<file path="src/rtl/stb_mem.sv">
// Simple dual-port table memory: one write port, one read port, registered read data.
// Holds every level of the sparse table. No package dependencies.
module stb_mem #(
    parameter int ENTRIES = 22,
    parameter int DW      = 32,
    parameter int AW      = 5
) (
    input  logic          i_clk,
    input  logic          i_we,
    input  logic [AW-1:0] i_waddr,
    input  logic [DW-1:0] i_wdata,
    input  logic [AW-1:0] i_raddr,
    output logic [DW-1:0] o_rdata
);

    logic [DW-1:0] mem [ENTRIES];
    logic [DW-1:0] r_rdata;

    always_ff @(posedge i_clk) begin
        if (i_we) begin
            mem[i_waddr] <= i_wdata;
        end
    end

    always_ff @(posedge i_clk) begin
        r_rdata <= mem[i_raddr];
    end

    assign o_rdata = r_rdata;

endmodule

</file>
<file path="config.mk">
export PLATFORM = sky130hd
export DESIGN_NAME = stb_mem
export DESIGN_NICKNAME = d
export VERILOG_FILES = /design/src/rtl/stb_mem.sv
export SDC_FILE = /design/constraint.sdc
export NUM_CORES = 1
export LEC_CHECK = 0
export ABC_CLOCK_PERIOD_IN_PS = 3440
export BUFFER_PORTS_ARGS = -buffer_cell sky130_fd_sc_hd__buf_2
export CAP_MARGIN = 25
export CORE_UTILIZATION = 29
export DETAILED_ROUTE_END_ITERATION = 10
export PLACE_DENSITY_LB_ADDON = 0.15
export SYNTH_ARGS = -nofsm -noshare
export SYNTH_HDL_FRONTEND = slang
export SYNTH_SLANG_ARGS = --single-unit
export TNS_END_PERCENT = 100
</file>
<file path="constraint.sdc">
create_clock -name i_clk -period 3.44 [get_ports i_clk]
set_input_delay 0.172 -clock i_clk [delete_from_list [all_inputs] [get_ports i_clk]]
set_output_delay 0.172 -clock i_clk [all_outputs]
set_load 0.02 [all_outputs]
</file>
**Word level (Yosys, flattened, before mapping)**

Memories as Yosys holds them, arrays and structs flattened. A register that Yosys moved wholly into a read port is not among the register bits.
Index checks and enable logic that the tools add are counted.

- Multiplexer cells: 2

Operator list:

| kind | number |
|---|---|
| $mux W1 | 2 |

- Bits in registers: 0
- RAM bits: 704
- Input port bits: 44
- Word-level logic and storage cells: 3
- Memories kept: 1

Memories:

| memory | depth | bits a word | read ports | clocked after memory_dff | wr ports | RTL line | source |
|---|---|---|---|---|---|---|---|
| mem | 22 | 32 | 1 | 1 | 1 | 16 | `logic [DW-1:0] mem [ENTRIES];` |

**Logic depth before layout (Yosys ltp)**

- Depth after elaboration: 2
- Gate-level depth with buffers: 8
- Mapped depth without buffers: 4

**Least setup slack after synthesis**

Ideal clock, no wire load.

- Path kind: input to register
- From: input i_waddr[0]
- To: memory mem[0][0] (enable)
- Setup time: 0.421 ns
- Data arrival time: 2.157 ns
- Required time: 3.019 ns
- Setup slack: 0.862 ns
- Stages: 3
- Path through: or3b_2 clkbuf_1 nor2_1

RTL lines:

| what | RTL line | source |
|---|---|---|
| from (decl) | 10 | `input logic [AW-1:0] i_waddr,` |
| to (decl) | 16 |  |

No word-level cell before the write port.

==> summary.txt <==
Die area -> 98200 um2
FILL cells -> 8989
Synth Area in Adders -> 0
PwrDens -> 596 nW/um2
Simple-gate portion of the synthesized area -> 0.0314
Core Util, Final -> 0.350
CTS tree -> yes
Hold Crit Class -> in -> reg
Max_cap viols -> 0
Wire per inst -> 24.7 um
RSZ-0062 raised after global routing -> false
Mapped Area -> 28100 um2
Achievable frequency -> 0.595 GHz
Yosys top cell area share -> 0.752
Worst path required time -> 3.96 ns
Final HPWL DP -> 39200 um
Row count -> 113
Synth area leader -> edfxtp_1
First-pass GRT wire length -> 104000 um
EDFF count, synth -> 704
Area Growth Syn to Fin -> 18.8%
Final period util -> 0.488
Final setup vio count -> 0
Remaining DRCs -> 0
Fraction of registers with async set/reset -> 0
Fin nets -> 1621
Grt total ovfl -> 0
Clk sinks -> 736
TNS Setup -> 0 ns
Syn Area/Cell -> 20.1 um2
Worst-margin pin slew -> 0.872 ns
Clock-pin transition on the worst setup and hold timing paths -> 0.06 ns
Slew headroom -> 0.419
Synth Net Count -> 1440
Largest net degree at the start of global routing -> 51
Die height -> 313 um
Startpoint types -> input pin
Proportion of layout cells with a drive suffix above 1 -> 0.228
Synth cell types -> 33
Min cycle time layout -> 1.68 ns
Sequential fraction of the synthesis area -> 0.775
Post-CTS setup buffers -> 0
Final WL -> 71900 um
Core area -> 95400 um2
Placed Cells -> 2723
Starting DRT DRC Count -> 1128
Largest cells by area after synthesis -> edfxtp_1, mux2i_1, mux4_2
Post-Syn Instances -> 1396
Internal power -> 0.0156 W
Initial Util -> 0.295
P_leak -> 11.0 nW
Worst-path maximum fanout -> 25
Largest family of logic cells by synthesized area -> multiplexers
Flops & latches, synth -> 736
Comb pwr share -> 0.048
Post-DRT Antenna Nets -> 0
Vias post-DR -> 13700
Psw -> 0.00428 W
Sw Ratio -> 0.215
Mux cell area share after synthesis -> 0.132
Drt first pass iters -> 5
Final std cells w/o fill -> 2909
Clock power share -> 0.449
Critical Path Sink Type -> register
CTS Buf Count -> 84
Initial antenna violation count -> 1
Worst Skew -> 0.0216 ns
Final hold violations -> 0
YS warnings -> 0
CP Class -> in -> reg
I/O Pins -> 76
Vias in the first global route -> 14400
Clock root buffer -> clkbuf_16
Sequential share of power -> 0.503
Maximum vdd ir drop -> 0.000388 V
Clk Latency, worst-skew pair -> 0.64 ns
DR vias/cell -> 4.70
Most used DFF post-synth -> edfxtp_1
CTS max path bufs -> 3
H-tree levels -> 3
WP data arrival -> 2.20 ns
Count of pins over their slew limit -> 0
Overall fraction of global-route tracks in use -> 0.147
Compound-Gate Fraction of Synth Area -> 0.0401
Die X -> 313 um
# diodes -> 0
Run status -> completed
Cts repair resizes -> 0
Post-route total power -> 0.0199 W
PortBufs -> 75
Post-Synth XOR/XNOR Area -> 0
Gpl congestion -> 0.712
[synthesized netlist by cell type, types with 9 or more instances]
cell,n
mux4_2,56
nor2_1,56
dfxtp_1,32
a211oi_2,30
nand2_1,34
buf_12,9
mux2i_1,224
edfxtp_1,704
nand4_1,32
buf_2,12
clkbuf_1,24
a22oi_1,93
nor2b_1,32
[routing by layer]
layer / part of all wire / vias to the layer above / GRT usage
met3: 0.043 / 79 / 0.0233
met4: 0.015 / 0 / 0.0343
met5: 0 / - / 0
met1: 0.49 / 7255 / 0.216
li1: - / 6068 / -
met2: 0.46 / 279 / 0.228
[logic make-up after synthesis]
logic type / after synthesis
AO/OA/AOI/OAI: 128
buffers and inverters: 74
multiplexers: 288
flip-flops: 736
AND/OR/NAND/NOR: 170
[cell usage in the layout (no fill, tap or decap), types with 2 or more instances in the layout]
| cell type | instances |
|---|---|
| clkbuf_16 | 84 |
| nor2_4 | 22 |
| buf_4 | 51 |
| nand2_1 | 34 |
| clkbuf_1 | 17 |
| dlygate4sd3_1 | 32 |
| clkinv_8 | 3 |
| nand4_1 | 32 |
| a22oi_2 | 3 |
| a211oi_1 | 2 |
| clkbuf_8 | 6 |
| dfxtp_1 | 32 |
| clkinv_2 | 8 |
| mux4_2 | 56 |
| a211oi_2 | 30 |
| mux4_1 | 8 |
| mux2i_1 | 224 |
| nor4b_4 | 2 |
| bufinv_16 | 9 |
| edfxtp_1 | 704 |
| nand3b_1 | 4 |
| buf_2 | 72 |
| buf_12 | 12 |
| inv_6 | 4 |
| or3b_2 | 2 |
| a22oi_1 | 93 |
| nor2_1 | 34 |
| clkinv_1 | 19 |
| nor2b_1 | 32 |
| inv_16 | 2 |
[state kept, by name, summed over array words and instances (netlist names)]
signal   cells
mem        704
o_rdata     32
[critical path, stage by stage]
cell and delay, ns:
buf_4 0.38, buf_4 0.47, nor4bb_4 0.29, buf_4 0.45, a22oi_1 0.17, nand4_1 0.17, nor2_1 0.07
[repair_timing]
item / CTS / global route
endpoints found under the setup margin: 0 / 0
hold buffers: 32 / 0
hold endpoints to repair: 688 / 0
[power by group through the flow]
stage	combinational, W	clock, W	sequential (W)
finish	0.000956	0.00894	0.0100
global route	0.00104	0.00950	0.0100
CTS	0.000982	0.00916	0.0100
detailed placement	0.000950	0	0.0102
global placement	0.000939	0	0.0102
floorplan	0.000497	0	0.0102
[cell type report]
type,instances,area [um2],share of cell area
flip-flops and latches,736,21800,0.652
multi-input cells,586,5950,0.178
clock buffers,107,2250,0.0673
well taps,1265,1580,0.0474
repair buffers,169,1330,0.0398
clock inverters,46,513,0.0154
[worst paths after layout]
| kind | from | to | slack, ns | cells after the start |
|---|---|---|---|---|
| hold reg to reg | mem[0][19]$_DFFE_PP_ | o_rdata[19]$_DFF_P_ | 0.65 | 4 |
| setup reg to reg | mem[13][27]$_DFFE_PP_ | o_rdata[27]$_DFF_P_ | 1.90 | 4 |
| hold / removal | i_raddr[1] | o_rdata[20]$_DFF_P_ | 0.15 | 3 |
| setup / recovery | i_raddr[1] | o_rdata[3]$_DFF_P_ | 1.76 | 7 |
[through the flow]
stage,setup slack [ns],area (um2),hold WS (ns)
after floorplan,0.862,28100,0.271
after global placement,1.07,30300,0.590
after detailed placement,1.05,30300,0.589
after CTS,1.73,33400,0.110
after global routing,1.65,33400,0.141
final,1.76,33400,0.149
Note: power is estimated with default switching activity, not from simulation.
