File: config.mk
export PLATFORM = sky130hd
export DESIGN_NAME = stb_qdec
export DESIGN_NICKNAME = d
export VERILOG_FILES = /design/src/rtl/stb_pkg.sv /design/src/rtl/stb_qdec.sv
export SDC_FILE = /design/constraint.sdc
export NUM_CORES = 1
export LEC_CHECK = 0
export ABC_AREA = 1
export BUFFER_PORTS_ARGS = -buffer_cell sky130_fd_sc_hd__buf_2
export CAP_MARGIN = 20
export CORE_MARGIN = 8
export CORE_UTILIZATION = 45
export DETAILED_ROUTE_END_ITERATION = 16
export GPL_ROUTABILITY_DRIVEN = 0
export PLACE_DENSITY_LB_ADDON = 0.1
export SLEW_MARGIN = 20
export SYNTH_ARGS = -nofsm -noshare
export SYNTH_HDL_FRONTEND = slang
export SYNTH_SLANG_ARGS = --single-unit
File: constraint.sdc
create_clock -name vclk -period 7.1
set_input_delay 1.065 -clock vclk [all_inputs]
set_output_delay 1.065 -clock vclk [all_outputs]
set_load 0.02 [all_outputs]
File: src/rtl/stb_pkg.sv
// Shared definitions for the sparse-table range-minimum engine.
// Holds the command codes, the controller states and the fixed field widths.
// No dependencies.
package stb_pkg;

    localparam int IDX_W = 10;
    localparam int LEN_W = 11;
    localparam int IN_W  = 32;
    localparam int OUT_W = 32;

    typedef enum logic {
        CMD_APPEND = 1'b0,
        CMD_QUERY  = 1'b1
    } t_cmd;

    typedef enum logic [2:0] {
        S_IDLE,
        S_ALVL,
        S_QDEC,
        S_QRD1,
        S_QRD2,
        S_QMIN,
        S_QOUT
    } t_state;

endpackage

File: src/rtl/stb_qdec.sv
// Query decoder: orders the two range ends, checks them against the loaded count,
// and derives the lookup level and the second lookup position. Uses stb_pkg.
module stb_qdec
    import stb_pkg::*;
#(
    parameter int LEVELS = 11,
    parameter int CW     = 11,
    parameter int KW     = 4
) (
    input  logic [IDX_W-1:0] i_a,
    input  logic [IDX_W-1:0] i_b,
    input  logic [CW-1:0]    i_count,
    output logic [IDX_W-1:0] o_lo,
    output logic [IDX_W-1:0] o_second,
    output logic [KW-1:0]    o_k,
    output logic             o_err
);

    localparam int CMPW = (CW > IDX_W) ? CW : IDX_W;

    logic [IDX_W-1:0] lo;
    logic [IDX_W-1:0] hi;
    logic [LEN_W-1:0] len;
    logic [3:0]       lg;
    logic [KW-1:0]    k;
    logic [LEN_W-1:0] span;
    logic [LEN_W-1:0] sec;

    always_comb begin
        lo  = (i_a < i_b) ? i_a : i_b;
        hi  = (i_a < i_b) ? i_b : i_a;
        len = {1'b0, hi} - {1'b0, lo} + LEN_W'(1);
        lg  = '0;
        for (int i = 1; i < LEN_W; i++) begin
            if (len[i]) begin
                lg = 4'(i);
            end
        end
        if (32'(lg) > LEVELS - 1) begin
            k = KW'(LEVELS - 1);
        end else begin
            k = KW'(lg);
        end
        span = LEN_W'(1) << k;
        sec  = {1'b0, hi} + LEN_W'(1) - span;
    end

    assign o_lo     = lo;
    assign o_second = sec[IDX_W-1:0];
    assign o_k      = k;
    assign o_err    = CMPW'(hi) >= CMPW'(i_count);

endmodule

# Yosys cells after proc, flatten, opt, wreduce, memory -nomap -nowiden

Cells that the tools add are included.

Add/subtract/negate cells: 4
Multiply operators: 0
Divide/modulo/power cells: 0
$lt $le $gt $ge: 3
Equality and inequality tests: 0
Shift-type cells: 1
Multiplexer cells: 13
Bitwise logic cells: 0
Reduce and logical (&&, ||, !) cells: 0

Operator list:

| kind                                                               | count |
|---|---|
| 4-bit 2-to-1 mux                                                   | 10 |
| 10-bit 2-to-1 mux                                                  | 2 |
| 11-bit by 1-bit adder with 11-bit output, second input constant    | 1 |
| 10-bit by 11-bit >= comparator with 1-bit output                   | 1 |
| 10-bit by 10-bit subtractor with 11-bit output                     | 1 |
| 10-bit by 1-bit adder with 10-bit output, second input constant    | 1 |
| 10-bit less-than comparator                                        | 1 |
| 1-bit by 4-bit << shifter with 10-bit output, first input constant | 1 |
| 10-bit subtractor                                                  | 1 |
| 4-bit greater-than comparator, second input constant               | 1 |
| 1-bit 2-to-1 mux                                                   | 1 |

Register bits: 0
Latch bits: 0
RAM bits: 0
ROM bits: 0
Input bits: 31
Output and inout bits: 25
Word-level logic and storage cells: 21
Memories kept: 0

# Longest topological paths before layout

Depth after elaboration: 18
Mapped depth: 42

# Worst setup path before layout

No wires, ideal clock.

Kind: input-to-output
Start point: in i_b[9]
End point: out o_second[7]
Data arrival time: 6.263 ns
Data required time: 6.035 ns
Slack: -0.228 ns
Stages: 32
Path buffers: 2
Cells stage by stage: inv_1 > ha_1 > a21o_1 > nor2_2 > nand3_2 > buf_4 > buf_2 > o21ai_0 > nor2_1 > ha_1 > fa_1 > nand3_1 > nand2_2 > nand4_1 > nand2_1 > nand2_1 > nand2_4 > nor2_8 > nand2_4 > nand2_4 > inv_2 > nand2_1 > nor2_2 > ha_1 > inv_1 > ha_1 > inv_1 > fa_1 > o21ai_0 > a21oi_1 > o21ai_0 > xor2_1

Cells in the longest elaborated chain, start to end: 18

Ends and longest elaborated chain:

| what                                               | line           | text |
|---|---|---|
| start, declared                                    | stb_qdec.sv:11 | `input logic [IDX_W-1:0] i_b,` |
| 10-bit less-than comparator (*)                    | stb_qdec.sv:30 | `lo = (i_a < i_b) ? i_a : i_b;` |
| 10-bit 2-to-1 mux (*)                              | stb_qdec.sv:30 |  |
| net o_lo[0]                                        | stb_qdec.sv:13 | `output logic [IDX_W-1:0] o_lo,` |
| 10-bit by 10-bit subtractor with 11-bit output (*) | stb_qdec.sv:32 | `len = {1'b0, hi} - {1'b0, lo} + LEN_W'(1);` |
| 11-bit by 1-bit adder with 11-bit output (*)       | stb_qdec.sv:32 |  |
| 1-bit 2-to-1 mux                                   | stb_qdec.sv:35 | `if (len[i]) begin` |
| 4-bit 2-to-1 mux (8 in series)                     | stb_qdec.sv:35 |  |
| 4-bit 2-to-1 mux (*)                               | stb_qdec.sv:35 |  |
| 4-bit greater-than comparator                      | stb_qdec.sv:39 | `if (32'(lg) > LEVELS - 1) begin` |
| 4-bit 2-to-1 mux (*)                               | stb_qdec.sv:39 |  |
| net o_k[1]                                         | stb_qdec.sv:15 | `output logic [KW-1:0] o_k,` |
| 1-bit by 4-bit << shifter with 10-bit output (*)   | stb_qdec.sv:44 | `span = LEN_W'(1) << k;` |
| 10-bit subtractor (*)                              | stb_qdec.sv:45 | `sec = {1'b0, hi} + LEN_W'(1) - span;` |
| end, declared                                      | stb_qdec.sv:14 | `output logic [IDX_W-1:0] o_second,` |

Mark *: on every way through the listed nets, which the timed path passes. The rest lies on a longest branch.

# Worst setup path in the final report

Start point: in i_b[7]
End point: out o_second[9]

Cells in the longest elaborated chain, start to end: 18

Ends and longest elaborated chain:

| what                                           | line |
|---|---|
| 10-bit less-than comparator                    | stb_qdec.sv:30, stb_qdec.sv:31 |
| 10-bit 2-to-1 mux, on equally long branches    | stb_qdec.sv:31, stb_qdec.sv:30 |
| 10-bit by 10-bit subtractor with 11-bit output | stb_qdec.sv:32 |
| 11-bit by 1-bit adder with 11-bit output       | stb_qdec.sv:32 |
| 1-bit 2-to-1 mux                               | stb_qdec.sv:35 |
| 4-bit 2-to-1 mux (9 in series)                 | stb_qdec.sv:35 |
| 4-bit greater-than comparator                  | stb_qdec.sv:39 |
| 4-bit 2-to-1 mux                               | stb_qdec.sv:39 |
| 1-bit by 4-bit << shifter with 10-bit output   | stb_qdec.sv:44 |
| 10-bit subtractor (*)                          | stb_qdec.sv:45 |

Every way passes the cells marked *; elsewhere a longest branch is shown, timed or not.

==> results.sh <==
export IMPL_crit_top_cell="nand2_1"
export IMPL_avgSynthCellArea_um2=5.97
export IMPL_synthTopCellsByArea="ha_1, nand2_1, inv_1"
export IMPL_final_nets=507
export IMPL_die_h_um=84.4
export IMPL_synth_top_area_share_pct=26.7
export IMPL_p_seq_share_pct=0
export IMPL_tns_ns=0
export IMPL_fmax_mhz=146
export IMPL_total_power_uw=650
export IMPL_fin_crit_ns=6.83
export IMPL_fin_util_pct=62.6
export IMPL_worst_pin_slew_ns=0.374
export IMPL_synth_top_cells_by_count="nand2_1, inv_1, ha_1, a21oi_1, nand3_1"
export IMPL_wire_per_inst_um=13.2
export IMPL_switching_share_pct=60.6
export IMPL_grt_pass1_wl_mm=9.74
export IMPL_cts_hold_buf=0
export IMPL_relSlewSlack_pct=75.1
export IMPL_n_sequential_cell=0
export IMPL_io_buffers=56
export IMPL_multi_input_comb_area_um2=2080
export IMPL_critPathLaunchType="input pin"
export IMPL_grt_antenna_before_repair=0
export IMPL_timing_final_crit_share_pct=96.1
export IMPL_seq_area_frac_synth_pct=0
export IMPL_slowest_stage="ha_1"
export IMPL_end_kind="output port"
export IMPL_start_util_pct=45.5
export IMPL_synth_area_leader_cell="ha_1"
export IMPL_hpwlAfterDp_mm=5.22
export IMPL_regArea_um2=0
export IMPL_grt_overflow=0
export IMPL_peakVddDrop_uv=104
export IMPL_stdcell_area_um2=2900
export IMPL_drive_above_1_share_pct=35.8
export IMPL_ant_nets=0
export IMPL_fillers=438
export IMPL_pwr_density_cell_nw_per_um2=224
export IMPL_synthCells=353
export IMPL_synthToLayoutAreaGrowth_pct=37.6
export IMPL_fin_ws_ns=0.273
export IMPL_row_count=25
export IMPL_synth_cell_types=32
export IMPL_die_x_um=84.4
export IMPL_p_leak_nw=1.67
export IMPL_cp_arrival_ns=5.76
export IMPL_synth_area_um2=2110
export IMPL_via_count=2410
export IMPL_drc=0
export IMPL_run_status="finished, final reports clean"
export IMPL_clkbuf_count=0
export IMPL_grt_start_max_net_pins=15
export IMPL_dpl_instance_area_um2=2500
export IMPL_design_die_area_um2=7130
export IMPL_crit_type="input pin to output port"
export IMPL_drv_cap=0
export IMPL_dr_pass1_iters=4
export IMPL_power_frac_comb_pct=100.0
export IMPL_grtUsageTotal_pct=15.9
export IMPL_drv_slew=0
export IMPL_place_ws_ns=-0.0561
export IMPL_synth_most_common_cell="nand2_1"
export IMPL_yosysWarningCount=0
export IMPL_setup_violations=0
export IMPL_hold_viol=0
export IMPL_clock_power_share_pct=0
export IMPL_syn_num_nets=431
export IMPL_slowest_delay_ns=0.35
export IMPL_min_path_type="input pin to output port"
export IMPL_routed_via_density=5.01
export IMPL_crit_required_ns=6.03
export IMPL_p_sw_uw=394
export IMPL_crit_fanout=6
export IMPL_internal_power_uw=256
export IMPL_coreArea_um2=4630
export IMPL_grt_pass1_vias=2294
export IMPL_wirelength_mm=6.36
export IMPL_diodes=0
export IMPL_ioPinCount=56
export IMPL_drt_iter0_markers=104
critical path: cells and delay by family:
kind | cells | cell delay [ns]
compound gates | 2 | 0.38
fa+ha+maj | 4 | 1.25
buf+inv | 9 | 0.91
simple gates | 21 | 2.13
power by group through the flow:
stage | Sequential (mW) | Clock, mW | Combinational (mW)
after global routing | 0 | 0 | 0.720
after detailed placement | 0 | 0 | 0.552
final | 0 | 0 | 0.650
after floorplan | 0 | 0 | 0.412
after global placement | 0 | 0 | 0.548
after CTS | 0 | 0 | 0.560
through the flow:
step                      cells  hold WS (ns)
after global routing        481          2.39
after floorplan             353          2.21
after detailed placement    469          2.38
after global placement      469          2.38
final                       481          2.38
after CTS                   471          2.39
area by class of cell:
| type | instances | share of cell area, % |
|---|---|---|
| inverters | 81 | 10.5 |
| multi-input cells | 269 | 71.9 |
| well taps | 54 | 2.33 |
| repair buffers | 77 | 15.3 |
final timing paths:
kind,start,endpoint,slack [ns],depth (start not counted)
max,i_b[7],o_second[9],0.27,36
min,i_count[10],o_err,2.38,3
timing repair:
item	4_1_cts	5_1_grt
endpoints found under the setup margin	3	5
pin swaps	4	17
gates cloned	0	1
gates resized for setup	2	55
buffers inserted	2	9
cells in the final DEF, fill, tap and decap left out, types with 6 or more instances in the layout:
master and count:
buf_2 55, ha_4 13, buf_4 21, nand3_1 16, nand2_1 94, nand4_1 6, inv_1 73, o21ai_1 7
inv_2 8, a21oi_1 20, nand3_2 7, nor2_2 6, nand2_2 11, a21oi_2 8, ha_1 31
layer usage:
metal | share of wire, % | up-vias | track usage (%)
met4 | 0.66 | 0 | 0.647
met3 | 5.4 | 6 | 1.95
li1 | - | 1294 | -
met2 | 50 | 48 | 29.9
met1 | 44 | 1062 | 19.4
met5 | 0 | - | 0
kinds of logic (layout without fill, tap and decap cells):
kind of cell | Yosys count | count (layout) | synth area share, %
xor gates and xnor gates | 7 | 7 | 2.91
adders and majority gates | 47 | 47 | 28.6
and+or+nand+nor | 156 | 157 | 36.3
buffers and inverters | 85 | 158 | 15.8
AOI/OAI and AO/OA | 58 | 58 | 16.3
(Power assumes the default switching activity.)
